### src/rtl/section_timing_statistics_unit_defines.svh
// assertion macros for the section timing statistics unit
`ifndef SECTION_TIMING_STATISTICS_UNIT_DEFINES_SVH
`define SECTION_TIMING_STATISTICS_UNIT_DEFINES_SVH

// same-cycle implication, checked out of reset
`define STS_ASSERT_NOW(lbl, ante, cons) \
    lbl: assert property (@(posedge clk) disable iff (!rst_n) (ante) |-> (cons)) \
        else $error("sts check failed");

// next-cycle implication, checked out of reset
`define STS_ASSERT_NEXT(lbl, ante, cons) \
    lbl: assert property (@(posedge clk) disable iff (!rst_n) (ante) |=> (cons)) \
        else $error("sts check failed");

`endif

### src/rtl/sts_ram.sv
// generic single-write, single-read synchronous ram with registered read
module sts_ram #(
    parameter int WIDTH = 32,
    parameter int DEPTH = 16,
    parameter int AW    = (DEPTH > 1) ? $clog2(DEPTH) : 1
) (
    input  logic             clk,
    input  logic             we,
    input  logic [AW-1:0]    waddr,
    input  logic [WIDTH-1:0] wdata,
    input  logic [AW-1:0]    raddr,
    output logic [WIDTH-1:0] rdata
);

    logic [WIDTH-1:0] mem [DEPTH];

    always_ff @(posedge clk)
    begin
        if (we)
        begin
            mem[waddr] <= wdata;
        end
        rdata <= mem[raddr];
    end

endmodule

### config.mk
export PLATFORM = sky130hd
export DESIGN_NAME = sts_ram
export DESIGN_NICKNAME = d
export VERILOG_FILES = /design/src/rtl/section_timing_statistics_unit_defines.svh /design/src/rtl/sts_ram.sv
export SDC_FILE = /design/constraint.sdc
export NUM_CORES = 1
export LEC_CHECK = 0
export BUFFER_PORTS_ARGS = -buffer_cell sky130_fd_sc_hd__buf_2
export CAP_MARGIN = 20
export CORE_AREA = 8 8 205 207
export CTS_BUF_LIST = sky130_fd_sc_hd__clkbuf_4
export DETAILED_ROUTE_END_ITERATION = 8
export DIE_AREA = 0 0 213 215
export MAX_ROUTING_LAYER = met4
export PLACE_DENSITY_LB_ADDON = 0.05
export REMOVE_ABC_BUFFERS = 1
export SETUP_SLACK_MARGIN = 0.02
export SLEW_MARGIN = 20
export SYNTH_ARGS = -nofsm -noshare
export SYNTH_HDL_FRONTEND = slang
export SYNTH_SLANG_ARGS = --single-unit
### constraint.sdc
create_clock -name clk -period 3.4 [get_ports clk]
set_input_delay 0.34 -clock clk [delete_from_list [all_inputs] [get_ports clk]]
set_output_delay 0.34 -clock clk [all_outputs]
set_load 0.05 [all_outputs]
== After elaboration in Yosys (flattened, before gate mapping) ==
Memory sizes are Yosys's and may differ from the RTL's. A register that Yosys moved wholly into a read port is not among the register bits.
Index checks and enable logic that the tools add are counted.
W data, S select, Z words.

* Multiplexer cells: 2

{| class="wikitable"
|+ Operators with widths
! kind !! number
|-
| $mux W1 || 2
|}

* Input bits: 42
* Memories: 1
* RAM bits: 512
* Output and inout port bits: 32
* Register bits: 0

{| class="wikitable"
|+ Memory list
! memory !! depth !! bits a word !! rd ports !! clocked after memory_dff !! write ports !! line !! RTL
|-
| mem || 16 || 32 || 1 || 1 || 1 || sts_ram.sv:15 || <nowiki>logic [WIDTH-1:0] mem [DEPTH];</nowiki>
|}

== Depth between registers and ports, before layout ==
* Depth after elaboration: 2
* Gate-level depth with buffers: 5
* Gate-level depth less buffers: 3

== Worst setup path after synthesis ==
Ideal clock, no wire load.

* Path type: input -> register
* From: input port waddr[2]
* To: memory mem[0][0] (enable)
* Arrival time: 3.058 ns
* Path slack: -0.120 ns
* Path buffers: 0
* Stages on the path: 2
* Cells stage by stage: or3b_2 -> nor3_1

{| class="wikitable"
|+ RTL lines
! element !! line !! RTL
|-
| from (decl) || sts_ram.sv:9 || <nowiki>input logic [AW-1:0] waddr,</nowiki>
|-
| to (decl) || sts_ram.sv:15 ||
|}

Straight into the memory's write port.

== Final worst setup path ==
* From: register rdata[3], read port of mem
* To: output port rdata[3]

{| class="wikitable"
|+ RTL lines
! element !! line !! RTL
|-
| from (decl) || sts_ram.sv:12 || <nowiki>output logic [WIDTH-1:0] rdata</nowiki>
|}

No word-level cell between the ends.

==> flow_summary.ini <==
[drt]
route.detailed.drc = 0
ant_nets = 0
detail_route.wl_per_cell_um = 26.16
num_vias = 9604
dr.first_iter.drc_count = 731
wl_um = 44370
first_pass_iters = 5
via_per_inst = 5.663

[grt]
grt_pass1_wl_um = 66340
grt_max_degree = 53
gr-usage-all-layers_pct = 20.55
antenna_found_initial = 2
overflow = 0
grt_pass1_vias = 10610

[setup_path]
required_ns = 3.06
crit_family = flip-flops
slowest_delay_ns = 0.34
crit_type = reg2out
cp_cell_sequence = buf_2
crit_path_top_delay_cell = dfxtp_1
cp_max_fo = 1
worstSetupEndpointType = output port
path_buf_inv = 1
cp.arrival_ns = 1.40
worstSetupStartpointType = flip-flop

[finish]
fin_nets = 1110
drive_above_1_share_pct = 40.55
finalInstanceArea_um2 = 23220
layout_common_cells = 512 x edfxtp_1, 209 x clkbuf_4, 128 x mux4_2
syn_to_final_growth_pct = 16.97
fin_cells = 1696
fin_util_pct = 59.55
layout_commonest_cell = edfxtp_1

[timing]
clock_skew_ns = 0.02767
worst_slack_ns = 1.661
final_max_slew_viol_count = 0
min_period_ns = 1.739
rsz0062_at_grt = no
hold_viol_final = 0
max_slew_margin_pct = 24.66
fin_crit_sh_pct = 51.13
tightest_slew_ns = 1.130
setup_viol = 0
max_freq_mhz = 575.2
hold_slack_ns = 0.1904
finalSetupTns_ns = 0

[clock_network]
cts_resized = 0
cts_tree = done
hold_buffers = 32
clk_path_buf_depth = 3
root_buffer = clkbuf_4
h-tree-depth = 4
post_cts_buffers = 0
insertion_delay_ns = 0.79
numCtsBuffers = 137
clk_pin_slew_ns = 0.07
clock_sinks = 544

[floorplanning]
fp.dieW_um = 213
die-height_um = 215
initial_core_util_pct = 50.91
die-area_um2 = 45800
ios = 74
core_um2 = 39000
num_rows = 73

[place]
place.gp.congestion = 0.7702
dp.cells = 1422
hpwl_um = 23190
placed_area_um2 = 21130
numPortBuffers = 73
dp_slack_ns = 1.025

[synth]
ys_seq_elements = 544
synth_area_leader_cell = edfxtp_1
yosys.area.top_type_share_pct = 77.44
yosys_warnings = 0
netlist_instances = 838
synth_area_leaders = edfxtp_1 77%, mux4_2 15%, dfxtp_1 3.2%
ys_seq_area_share_pct = 80.67
syn_avg_cell_area_um2 = 23.69
synth_cell_types = 18
syn_area_um2 = 19850

[pwr]
power.density_nw_per_um2 = 596.5
ir_worst_vdd_v = 0.0003504
power_mw = 13.85
leakage_nw = 7.716

[hold_path]
hold_class = in2reg

[job]
maxCapViolCount = 0

[status]
status = completed
[layout make-up]
type                            count  area (µm²)
Timing Repair Buffer              134        1027
Sequential cell                   544       16020
Multi-Input combinational cell    251        3750
Antenna cell                        2       5.005
Tap cell                          525       656.9
Fill cell                        2942       15780
Clock buffer                      209        1569
Clock inverter                     31       200.2
[path summary, 6_finish.rpt]
| path | from | to | slack (ns) | depth (start not counted) |
|---|---|---|---|---|
| min reg2reg | mem[14][1]$_DFFE_PP_ | rdata[1]$_DFF_P_ | 0.67 | 3 |
| min | raddr[2] | rdata[5]$_DFF_P_ | 0.19 | 4 |
| max | rdata[3]$_DFF_P_ | rdata[3] | 1.66 | 1 |
| max reg2reg | mem[2][2]$_DFFE_PP_ | rdata[2]$_DFF_P_ | 2.00 | 3 |
[cell families (layout without fill, tap and decap cells)]
group                  after synthesis  in the layout  share of synthesized area (%)
AO/OA/AOI/OAI                       64             64                          2.420
buffers and inverters               43            374                          1.122
flip-flops                         544            544                          80.67
multiplexers                       128            128                          14.52
other                                0              2                              0
AND/OR/NAND/NOR                     59             59                          1.273
[power by group]
part | total (mW) | leakage, nW | switching, mW | internal [mW]
registers | 7.54 | 4.89 | 0.0413 | 7.49
clock network | 5.47 | 1.08 | 2.45 | 3.02
logic | 0.847 | 1.75 | 0.549 | 0.298
[registers in the layout (all words and copies together) (netlist names)]
| register | count |
|---|---|
| rdata | 32 |
| mem | 512 |
[per-layer routing]
layer  track usage [%]  vias to the layer above  routed length (µm)
met1             25.05                     5093               17900
li1                  -                     4142                   -
met5                 -                        -                   0
met4             7.662                        0                 858
met3             4.541                       73                2344
met2             33.49                      296               23270
[synthesized netlist by cell type]
cell and instances:
nor2b_1 2, or3b_2 1, edfxtp_1 512, nand2_1 33, nand3b_1 2, nor3_1 4, nor2_1 13, mux4_2 128
buf_4 11, buf_1 9, nand2b_1 2, dfxtp_1 32, buf_6 2, buf_2 4, nand3_1 1, clkbuf_1 17
and2_1 1, a22oi_1 64
No activity file was read; power rests on OpenSTA's default activity.
