===== config.mk =====
export PLATFORM = sky130hd
export DESIGN_NAME = sts_div
export DESIGN_NICKNAME = d
export VERILOG_FILES = /design/src/rtl/section_timing_statistics_unit_defines.svh /design/src/rtl/sts_div.sv
export SDC_FILE = /design/constraint.sdc
export NUM_CORES = 1
export LEC_CHECK = 0
export BUFFER_PORTS_ARGS = -buffer_cell sky130_fd_sc_hd__buf_2
export CAP_MARGIN = 20
export CELL_PAD_IN_SITES_DETAIL_PLACEMENT = 1
export CELL_PAD_IN_SITES_GLOBAL_PLACEMENT = 2
export CORE_MARGIN = 10
export CORE_UTILIZATION = 33
export CTS_CLUSTER_DIAMETER = 200
export DETAILED_ROUTE_END_ITERATION = 7
export GPL_ROUTABILITY_DRIVEN = 0
export GPL_TIMING_DRIVEN = 0
export PLACE_DENSITY_LB_ADDON = 0.1
export SLEW_MARGIN = 20
export SYNTH_ARGS = -nofsm -noshare
export SYNTH_HDL_FRONTEND = slang
export SYNTH_SLANG_ARGS = --single-unit
export TNS_END_PERCENT = 5

===== constraint.sdc =====
create_clock -name clk -period 2.4 [get_ports clk]
set_input_delay 0.24 -clock clk [delete_from_list [all_inputs] [get_ports clk]]
set_output_delay 0.24 -clock clk [all_outputs]
set_load 0.01 [all_outputs]

===== src/rtl/section_timing_statistics_unit_defines.svh =====
// assertion macros for the section timing statistics unit
`ifndef SECTION_TIMING_STATISTICS_UNIT_DEFINES_SVH
`define SECTION_TIMING_STATISTICS_UNIT_DEFINES_SVH

// same-cycle implication, checked out of reset
`define STS_ASSERT_NOW(lbl, ante, cons) \
    lbl: assert property (@(posedge clk) disable iff (!rst_n) (ante) |-> (cons)) \
        else $error("sts check failed");

// next-cycle implication, checked out of reset
`define STS_ASSERT_NEXT(lbl, ante, cons) \
    lbl: assert property (@(posedge clk) disable iff (!rst_n) (ante) |=> (cons)) \
        else $error("sts check failed");

`endif


===== src/rtl/sts_div.sv =====
// restoring divider, one quotient bit per cycle
module sts_div #(
    parameter int DW = 38,
    parameter int VW = 4
) (
    input  logic          clk,
    input  logic          rst_n,
    input  logic          start,
    input  logic [DW-1:0] dividend,
    input  logic [VW-1:0] divisor,
    output logic          done,
    output logic [DW-1:0] quotient
);

    localparam int CW = $clog2(DW + 1);

    logic [DW-1:0] quo_reg, quo_next;
    logic [VW:0]   rem_reg, rem_next;
    logic [VW-1:0] dvs_reg, dvs_next;
    logic [CW-1:0] cnt_reg, cnt_next;
    logic          run_reg, run_next;
    logic          done_reg, done_next;
    logic [VW:0]   rem_sh;

    always_comb
    begin
        quo_next  = quo_reg;
        rem_next  = rem_reg;
        dvs_next  = dvs_reg;
        cnt_next  = cnt_reg;
        run_next  = run_reg;
        done_next = 1'b0;
        rem_sh    = {rem_reg[VW-1:0], quo_reg[DW-1]};
        if (start)
        begin
            quo_next = dividend;
            rem_next = '0;
            dvs_next = divisor;
            cnt_next = CW'(DW);
            run_next = 1'b1;
        end
        else if (run_reg)
        begin
            if (rem_sh >= {1'b0, dvs_reg})
            begin
                rem_next = rem_sh - {1'b0, dvs_reg};
                quo_next = {quo_reg[DW-2:0], 1'b1};
            end
            else
            begin
                rem_next = rem_sh;
                quo_next = {quo_reg[DW-2:0], 1'b0};
            end
            cnt_next = cnt_reg - CW'(1);
            if (cnt_reg == CW'(1))
            begin
                run_next  = 1'b0;
                done_next = 1'b1;
            end
        end
    end

    always_ff @(posedge clk or negedge rst_n)
    begin
        if (!rst_n)
        begin
            run_reg  <= 1'b0;
            done_reg <= 1'b0;
            cnt_reg  <= '0;
        end
        else
        begin
            run_reg  <= run_next;
            done_reg <= done_next;
            cnt_reg  <= cnt_next;
        end
    end

    always_ff @(posedge clk)
    begin
        quo_reg <= quo_next;
        rem_reg <= rem_next;
        dvs_reg <= dvs_next;
    end

    assign done     = done_reg;
    assign quotient = quo_reg;

endmodule


== Word level (Yosys, flattened, before mapping) ==
Cells that the tools add are included.
Word-level totals
  register bits: 54
  latch bits: 0
  bits in writable memories: 0
  ROM bits: 0
  input port bits: 45
  word-level logic and storage cells: 23
  memories kept: 0
Cells by class
  add/sub/neg operators: 2
  multipliers: 0
  div/mod/pow operators: 0
  magnitude comparators: 1
  equal/unequal tests: 1
  shift-type cells: 0
  multiplexer cells: 12
  bitwise operators: 0
  reductions and logical operators: 1
Operators by type and width (count)
  38-bit 2-to-1 mux: 2
  6-bit 2-to-1 mux: 2
  1-bit 2-to-1 mux: 7
  6-bit by 1-bit equality test with 1-bit output, second input constant: 1
  6-bit by 1-bit subtractor with 6-bit output, second input constant: 1
  5-bit by 4-bit >= comparator with 1-bit output: 1
  4-bit 2-to-1 mux: 1
  4-bit subtractor: 1
  2-bit nonzero test: 1

== Depth between registers and ports, before layout ==
Gate-level depths: netlist of the first run.
  depth after elaboration: 4
  mapped depth: 6
  gate-level depth less buffers: 6

== Worst setup path before layout of the first run ==
OpenSTA, ideal clock, no wires.
  path kind: flip-flop to flip-flop
  start: register dvs_reg[1]
  end: register quo_reg[0] (netlist: quotient[0]) (data pin)
  data arrival time: 1550 ps
  required time: 2140 ps
  path slack: 590 ps
  stages on the path, launching flop included: 7
  buffers on the path: 0
  path through: edfxtp_1 inv_1 ha_1 nor2b_1 o221a_4 or2_1 mux2_2
On the way
  longest elaborated chain between the ends: 4
RTL lines
  start: declaration: line sts_div.sv:19  | logic [VW-1:0] dvs_reg, dvs_next;
  start signal: assignment: line sts_div.sv:83  | dvs_reg <= dvs_next;
  5-bit by 4-bit >= comparator with 1-bit output: line sts_div.sv:44  | if (rem_sh >= {1'b0, dvs_reg})
  1-bit 2-to-1 mux: line sts_div.sv:44
  38-bit 2-to-1 mux: line sts_div.sv:42  | else if (run_reg)
  38-bit 2-to-1 mux: line sts_div.sv:34  | if (start)
  named net quo_next[0]: line sts_div.sv:17  | logic [DW-1:0] quo_reg, quo_next;
  end signal: assignment: line sts_div.sv:81  | quo_reg <= quo_next;
  end: declaration: line sts_div.sv:17
The timed path passes the listed nets, and every way through them passes these cells. The select of a mux whose other input is x is not followed.
A chain may end at the register's enable or synchronous reset.

== Final worst setup path of the first run ==
Same ends and word-level chain as after synthesis.

==> results.ini, run 1 <==
[outcome]
status = completed

[clocking]
postCtsResizedCells = 0
cts_root_buffer = clkbuf_8
cts.clk_slew.worst_paths_ns = 0.10
cts_made_buffers = 5
cts_tree = built
clock_path_buffers = 2
htreeDepth = 2
insertion_delay_ns = 0.32
post_cts_buffers = 0
cts.sinks = 54

[timing]
finalSetupTns_ns = 0
fin_crit_sh_pct = 79.9
finClkSkew_ns = 0.0125
worstMarginPinSlew_ns = 0.581
rsz0062_at_grt = no
slew_violations = 0
relSlewSlack_pct = 61.3
worst_slack_ns = 0.482
period_minus_slack_ns = 1.92
fmax_mhz = 522
setup_viol = 0
final_hold_viol_count = 0

[floorplan]
die_area_um2 = 11300
die_w_um = 106
placementRows = 31
die_h_um = 106
core_area_um2 = 7250
start_util_pct = 33.9
pin_count = 84

[synth]
synthCells = 165
ys_ff_latch = 54
synth_edf_count = 42
syn-cell-area_um2 = 2460
async_reset_ff_share_pct = 14.8
synthDistinctLibCells = 33
synth_top_area_share_pct = 51.2
ys_seq_area_share_pct = 62.6
synth-main-ff-cell = edfxtp_1
yosysTopAreaCell = edfxtp_1
synth.net_count = 217
yosys_warnings = 0
postSynthAreaPerCell_um2 = 14.9
synth_area_leaders = edfxtp_1 (51%), mux2_2 (17%), dfrtp_1 (8.1%)

[power]
p_per_area_nw_per_um2 = 733
p_leak_uw = 0.00133
power.ir.vdd_worst_uv = 380

[global_route]
gr-total-overflow = 0
antenna_found_initial = 0
grt_max_degree = 31
grt_usage_pct = 11.1
grt_pass1_vias = 1833
grt_pass1_wl_um = 9920

[finish]
multi_input_area_um2 = 846
final_cell_mix = buf_2 (83), edfxtp_1 (42), mux2_2 (38)
fin_nets = 309
largest_reg_flops = 38
layout-drive-gt1-share_pct = 53.1
fillers = 799
layout.cells.most_common = buf_2
area_growth_pct = 26.8
num_antenna_cells = 0
seqCellArea_um2 = 1540

[routing]
post_drt_wl_per_cell_um = 17.4
viasPerCell = 4.60
wl_um = 6210
dr.pass1.iters = 4
vias = 1641
postRouteAntennaNets = 0
drt_iter0_markers = 71
drc_errors = 0

[critical_path]
arrival_ns = 2.00
critPathMaxStageDelay_ns = 0.43
worst-r2r-setup-slack_ns = 0.48
crit_path_start_kind = register
cpMaxStageDelayCell = edfxtp_1
cp.required_ns = 2.48
critPathKind = reg2reg
path_cells = inv_1 -> ha_1 -> nor2b_1 -> o221a_4 -> or2_1 -> mux2_2
cp-end-kind = register
cp_max_fo = 6

[place]
post-dp-hpwl_um = 4870
io_buffers = 83
dp_slack_ns = 0.465

[job]
drv_cap = 0

[min_path]
min_path_type = in2reg

final timing paths:
check | startpoint | to | depth (start not counted)
max | dvs_reg[1] | quotient[0] | 6
min | divisor[3] | dvs_reg[3] | 1
max reg2reg | dvs_reg[1] | quotient[0] | 6
min reg2reg | rem_reg[3] | rem_reg[3] | 2
max in group asynchronous | rst_n | cnt_reg[5] | 2
min in group asynchronous | rst_n | cnt_reg[4] | 2
layout make-up:
type | instances | area share [%]
Multi-Input combinational cell | 95 | 27.1
Sequential cell | 54 | 49.4
Clock buffer | 5 | 2.20
Inverter | 9 | 1.08
Timing Repair Buffer | 85 | 14.3
Tap cell | 99 | 3.97
Buffer | 7 | 1.32
Clock inverter | 3 | 0.681
critical path, delay by kind of cell, from the launching register on:
kind            cells  cell delay [ns]
fa+ha+maj           1             0.23
compound gates      1             0.27
simple gates        2             0.41
mux                 1             0.27
flops               1             0.43
buf+inv             1             0.08
metal layers:
layer,global-route usage (%),wire (um),vias up
met5,0,0,-
li1,-,-,790
met1,12.4,2440,807
met3,5.80,547,6
met2,18.2,3150,38
met4,3.19,74,0
cells by family after synthesis:
| kind of cell | after synthesis | share of synthesized area [%] |
|---|---|---|
| adder cells (fa/ha/maj) | 7 | 3.86 |
| AND/OR/NAND/NOR | 32 | 7.06 |
| XOR/XNOR | 6 | 2.13 |
| AO/OA/AOI/OAI | 12 | 3.91 |
| flip-flops | 54 | 62.6 |
| multiplexers | 38 | 17.4 |
| buffers and inverters | 16 | 3.05 |
power by group:
group          leakage, uW  switching [uW]  internal, uW
Sequential        0.000567            76.3          1150
Clock            0.0000441             316           206
Combinational     0.000718             272           270
per-stage QoR:
step	instances	cell area (um2)	util (%)	power (uW)	hold slack (ns)
6_report	357	3120	43.0	2290	0.0945
5_1_grt	357	3120	43.0	2440	0.0783
4_1_cts	357	3120	43.0	2330	0.0834
3_5_place_dp	348	3020	41.7	1800	0.0970
3_3_place_gp	347	3000	41.4	1790	0.0980
2_1_floorplan	165	2460	-	1580	-0.0556
synth_stat cells, types with 2 or more instances:
cell type	n
or2_1	2
xnor2_1	3
xor2_1	3
nand2_1	7
dfrtp_1	8
nand2b_1	3
dfxtp_1	4
nor4b_1	2
o21ai_0	4
ha_1	6
mux2_2	38
inv_1	9
nor2_1	8
buf_4	2
o311ai_1	2
edfxtp_1	42
nor2b_1	2
clkbuf_1	4
nor3_1	2
timing repair:
item,in CTS,in global routing
setup endpoints to repair,0,0
hold buffers,1,0
hold endpoints to repair,8,0
(Power assumes the default switching activity.)
==> run 2, diff against run 1 <==
--- a/config.mk
+++ b/config.mk
@@ -10,7 +10,7 @@
 export CELL_PAD_IN_SITES_DETAIL_PLACEMENT = 1
 export CELL_PAD_IN_SITES_GLOBAL_PLACEMENT = 2
 export CORE_MARGIN = 10
-export CORE_UTILIZATION = 33
+export CORE_UTILIZATION = 30
 export CTS_CLUSTER_DIAMETER = 200
 export DETAILED_ROUTE_END_ITERATION = 7
 export GPL_ROUTABILITY_DRIVEN = 0
==> constraint.sdc (replaced) <==
create_clock -name clk -period 1.6 [get_ports clk]
set_input_delay 0.16 -clock clk [delete_from_list [all_inputs] [get_ports clk]]
set_output_delay 0.16 -clock clk [all_outputs]
set_load 0.01 [all_outputs]
==> run 2 against run 1 <==
Effect of this change: the flow now finishes with violations (negative setup slack); final cell count increased by 2.8%; global-route usage decreased by 1.3 points; maximum frequency increased by 4.9%; worst hold slack got worse by 0.067 ns; count of clock-buffer cells in the layout increased by 1; die area increased by 8.1%; non-clock buffer count increased by 4; first-iteration DRC count decreased by 45%; clock skew decreased by 0.0077 ns; register-to-register slack got worse by 0.71 ns; via count about the same.
==> results.ini, run 2 (same netlist as run 1, synthesis figures left out) <==
[clocking]
cts_tree = built
cts.clk_slew.worst_paths_ns = 0.09
cts_made_buffers = 5
cts_root_buffer = clkbuf_8
cts.sinks = 54
clock_path_buffers = 2
htreeDepth = 2
insertion_delay_ns = 0.30

[finish]
fillers = 878
fin_cells = 367
fin_util_pct = 41.1
largest_reg_flops = 38
final_cell_mix = buf_2 (83), edfxtp_1 (42), mux2_2 (38)
layout.cells.most_common = buf_2
layout-drive-gt1-share_pct = 57.8
fin_nets = 314
area_growth_pct = 31.1

[timing]
worst_slack_ns = -0.228
final_hold_viol_count = 0
worstMarginPinSlew_ns = 0.557
period_minus_slack_ns = 1.83
setup_viol = 23
fin_hold_ws_ns = 0.0273
finClkSkew_ns = 0.00478
fmax_mhz = 547
fin_crit_sh_pct = 114
slew_violations = 0
relSlewSlack_pct = 62.9
rsz0062_at_grt = yes

[global_route]
grt_usage_pct = 9.86
grt_pass1_wl_um = 9810
grt_max_degree = 20
gr-total-overflow = 0
antenna_found_initial = 2
grt_pass1_vias = 1874

[critical_path]
crit_path_start_kind = register
cp-end-kind = register
arrival_ns = 1.89
cp_max_fo = 3
cp.required_ns = 1.66
critPathKind = reg2reg

[power]
p_leak_uw = 0.00136
total_power_uw = 3520
p_switching_uw = 990
power_frac_seq_pct = 52.4
p_per_area_nw_per_um2 = 1090
power.ir.vdd_worst_uv = 368
p_sw_share_pct = 28.1
pwr-share-comb_pct = 26.7
p_int_uw = 2530
power.share.clock_pct = 20.9

[outcome]
status = finished, violations left
violations = negative setup slack

[floorplan]
placementRows = 32
die_area_um2 = 12200
die_w_um = 111
die_h_um = 111
pin_count = 84
start_util_pct = 31.4
core_area_um2 = 7850

[routing]
post_drt_wl_per_cell_um = 16.7
wl_um = 6140
viasPerCell = 4.47
drc_errors = 0
drt_iter0_markers = 39
vias = 1640
dr.pass1.iters = 4
postRouteAntennaNets = 0

[place]
io_buffers = 83
post-dp-hpwl_um = 4560
placedCellCount = 350

[job]
drv_cap = 0

[min_path]
min_path_type = in2reg

[run 2: cell count changes in the layout (fill, tap and decap cells not counted), sizes merged]
cell | previous run | this run
buf | 87 | 91
clkbuf | 9 | 10
clkinvlp | 1 | 2
diode | 0 | 2
inv | 9 | 8
[run 2: power groups by stage]
| stage | Combinational (uW) | Clock [uW] | Sequential, uW |
|---|---|---|---|
| after floorplan | 476 | 0 | 1910 |
| after global placement | 847 | 0 | 1870 |
| after detailed placement | 840 | 0 | 1870 |
| after CTS | 912 | 781 | 1850 |
| after global routing | 1050 | 815 | 1880 |
| final | 939 | 737 | 1840 |
[run 2: worst paths after layout]
| check | start | to | slack (ns) | cells past startpoint |
|---|---|---|---|---|
| setup / recovery | dvs_reg[1] | quotient[0] | -0.23 | 6 |
| max in group asynchronous | rst_n | run_reg | 1.19 | 2 |
| setup reg to reg | dvs_reg[1] | quotient[0] | -0.23 | 6 |
| min in group asynchronous | rst_n | cnt_reg[2] | 0.22 | 2 |
| hold / removal | divisor[0] | dvs_reg[0] | 0.03 | 1 |
| hold reg to reg | rem_reg[3] | rem_reg[3] | 0.47 | 2 |
[run 2: timing repair]
item | in CTS | in global routing
cloned | 1 | 0
endpoints found under the setup margin | 42 | 25
buffers inserted | 4 | 1
pin swaps | 3 | 0
hold buffers | 1 | 0
resized for setup | 6 | 5
endpoints found under the hold margin | 8 | 0
[run 2: per-layer routing]
layer / vias up / part of all wire (%) / GRT usage, %
met5: - / 0 / 0
li1: 805 / - / -
met1: 789 / 42 / 10.8
met2: 41 / 47 / 16.0
met3: 5 / 10 / 5.62
met4: 0 / 1.1 / 2.59
[run 2: per-stage QoR]
| stage | setup slack [ns] | area [um2] | setup TNS, ns |
|---|---|---|---|
| final | -0.228 | 3230 | -1.26 |
| after global routing | -0.267 | 3220 | -4.33 |
| after CTS | -0.221 | 3190 | -2.36 |
| after detailed placement | -0.493 | 3030 | -19.39 |
| after global placement | -0.515 | 3030 | -20.48 |
| after floorplan | -0.189 | 2490 | -0.249 |
[run 2: layout make-up]
cell class	instances	area [um2]	area share, %
buffer	7	45.0	1.40
sequential	54	1540	47.8
clock inverter	2	8.76	0.271
timing repair inverter	1	7.51	0.233
inverter	9	37.5	1.16
tap	102	128	3.95
timing repair buffer	89	475	14.7
multi-input combinational	95	905	28.0
antenna	2	5.00	0.155
clock buffer	6	72.6	2.25
[run 2: worst max-delay path: stages (launching register included)]
cell	delay, ns
edfxtp_1	0.41
inv_2	0.09
ha_4	0.19
nor2b_4	0.13
o221a_4	0.25
or2_4	0.25
mux2_2	0.27
==> run 3, diff against run 2 <==
--- a/config.mk
+++ b/config.mk
@@ -16,6 +16,7 @@
 export GPL_ROUTABILITY_DRIVEN = 0
 export GPL_TIMING_DRIVEN = 0
 export PLACE_DENSITY_LB_ADDON = 0.1
+export SETUP_SLACK_MARGIN = 0.5
 export SLEW_MARGIN = 20
 export SYNTH_ARGS = -nofsm -noshare
 export SYNTH_HDL_FRONTEND = slang
==> run 3 against run 2 <==
Effect of this change: the flow still finishes with violations (negative setup slack); sequential power is essentially flat; count of clock-buffer cells in the layout did not move; via count grew 0.91%; routed wire length increased by 1.5%; utilization rose by 1.3 points; power rose by 0.92%; global-route usage barely moved; clock skew shrank 0.00052 ns; maximum frequency is essentially flat; first-iteration DRC count shrank 10%; worst setup slack got worse by 0.00087 ns; non-clock buffer count rose by 2; largest power group unchanged; highest routed layer unchanged.
==> results.ini, run 3 (same netlist as run 1, synthesis figures left out) <==
[outcome]
status = finished, violations left
violations = negative setup slack

[timing]
final_hold_viol_count = 0
relSlewSlack_pct = 66.8
fin_crit_sh_pct = 114
period_minus_slack_ns = 1.83
worst_slack_ns = -0.229
worstMarginPinSlew_ns = 0.499
setup_viol = 4
finClkSkew_ns = 0.00426
rsz0062_at_grt = yes
fmax_mhz = 547
slew_violations = 0

[min_path]
whs_path_depth = 1
hp-start = divisor[3]
min_path_type = in2reg
worstHoldEndpoint = dvs_reg[3]

[floorplan]
die_w_um = 111
placementRows = 32
pin_count = 84
die_area_um2 = 12200
die_h_um = 111
core_area_um2 = 7850
start_util_pct = 31.4

[power]
p_per_area_nw_per_um2 = 1070
pwr-share-comb_pct = 27.2
p_leak_uw = 0.00139
p_int_uw = 2540
power.share.clock_pct = 20.6
p_switching_uw = 1010
p_sw_share_pct = 28.4
power.ir.vdd_worst_uv = 368
power_frac_seq_pct = 52.2

[finish]
layout.cells.most_common = buf_2
area_growth_pct = 35.1
largest_reg_flops = 38
final_cell_mix = buf_2 (84), edfxtp_1 (42), mux2_2 (38), nor2_1 (7)
layout-drive-gt1-share_pct = 62.6
fin_nets = 316
fin_util_pct = 42.4

[critical_path]
cp-end-kind = register
worst-r2r-setup-slack_ns = -0.23
cp.required_ns = 1.66
cp_max_fo = 3
timing.rr.end = quotient[0]
r2r_cells = 6
critPathKind = reg2reg
crit_path_start_kind = register
timing.rr.start = dvs_reg[1]
arrival_ns = 1.89

[global_route]
antenna_found_initial = 2
grt_pass1_wl_um = 9870
gr-total-overflow = 0
grt_usage_pct = 9.90
grt_pass1_vias = 1876
grt_max_degree = 20

[clocking]
cts_root_buffer = clkbuf_8
cts.clk_slew.worst_paths_ns = 0.09
clock_path_buffers = 2
insertion_delay_ns = 0.30
cts_made_buffers = 5
cts.sinks = 54
cts_tree = built
htreeDepth = 2

[place]
dp_slack_ns = -0.493
post-dp-hpwl_um = 4560
io_buffers = 83

[job]
drv_cap = 0

[routing]
dr.pass1.iters = 4
drt_iter0_markers = 35
viasPerCell = 4.49
post_drt_wl_per_cell_um = 16.9
wl_um = 6240
drc_errors = 0
postRouteAntennaNets = 0
vias = 1655

-- run 3: changes by cell type in the layout (fill, tap and decap cells not counted), sizes merged --
| cell | delta |
|---|---|
| buf | +4 |
| clkbuf | -2 |
-- run 3: critical path: stages, from the launching register on --
cell and delay, ns:
edfxtp_1 0.41, inv_2 0.09, ha_4 0.19, nor2b_4 0.13
o221a_4 0.25, or2_4 0.25, mux2_2 0.27
-- run 3: how the worst max path moves through the flow --
stage / slack [ns] / end / startpoint
floorplan: -0.19 / quotient[0] / dvs_reg[1]
global placement: -0.52 / quotient[14] / start
detailed placement: -0.49 / quotient[22] / start
CTS: -0.22 / quotient[0] / dvs_reg[1]
global route: -0.27 / quotient[0] / dvs_reg[1]
finish: -0.23 / quotient[0] / dvs_reg[1]
-- run 3: area by class of cell --
cell class,instances,area (um2)
diodes,2,5.00
fillers,869,4520
multi-input cells,95,973
well taps,102,128
inverters,9,37.5
flip-flops and latches,54,1550
repair buffers,91,500
plain buffers,7,48.8
repair inverters,1,7.51
clock buffers,6,72.6
clock inverters,2,8.76
-- run 3: timing repair --
action / 4_1_cts / 5_1_grt
gates resized for setup: 27 / 8
setup buffers: 6 / 1
endpoints found under the setup margin: 84 / 62
gates cloned: 1 / 0
hold buffers: 1 / 0
pin swaps: 16 / 12
endpoints found under the hold margin: 8 / 0
-- run 3: per-layer routing --
| layer | wire length [um] | global-route usage (%) | up-vias | share of wire [%] |
|---|---|---|---|---|
| met5 | 0 | 0 | - | 0 |
| met1 | 2570 | 10.8 | 798 | 41 |
| met3 | 637 | 5.62 | 5 | 10 |
| met2 | 2960 | 16.1 | 45 | 47 |
| met4 | 66 | 2.59 | 0 | 1.1 |
| li1 | - | - | 807 | - |
-- run 3: power groups by stage --
stage                     clock network (uW)  registers, uW  logic (uW)
after floorplan                            0           1910         476
after global placement                     0           1870         847
after detailed placement                   0           1870         840
after CTS                                781           1860         933
after global routing                     813           1890        1070
final                                    731           1860         967
-- run 3: per-stage QoR --
stage	total power [uW]	instance area, um2	instances	hold slack [ns]	setup TNS (ns)
after floorplan	2380	2490	165	-0.136	-0.249
after global placement	2710	3030	350	0.0164	-20.48
after detailed placement	2710	3030	350	0.0216	-19.39
after CTS	3570	3290	366	0.0107	-0.683
after global routing	3770	3320	367	0.0176	-1.55
final	3550	3330	369	0.0307	-0.680
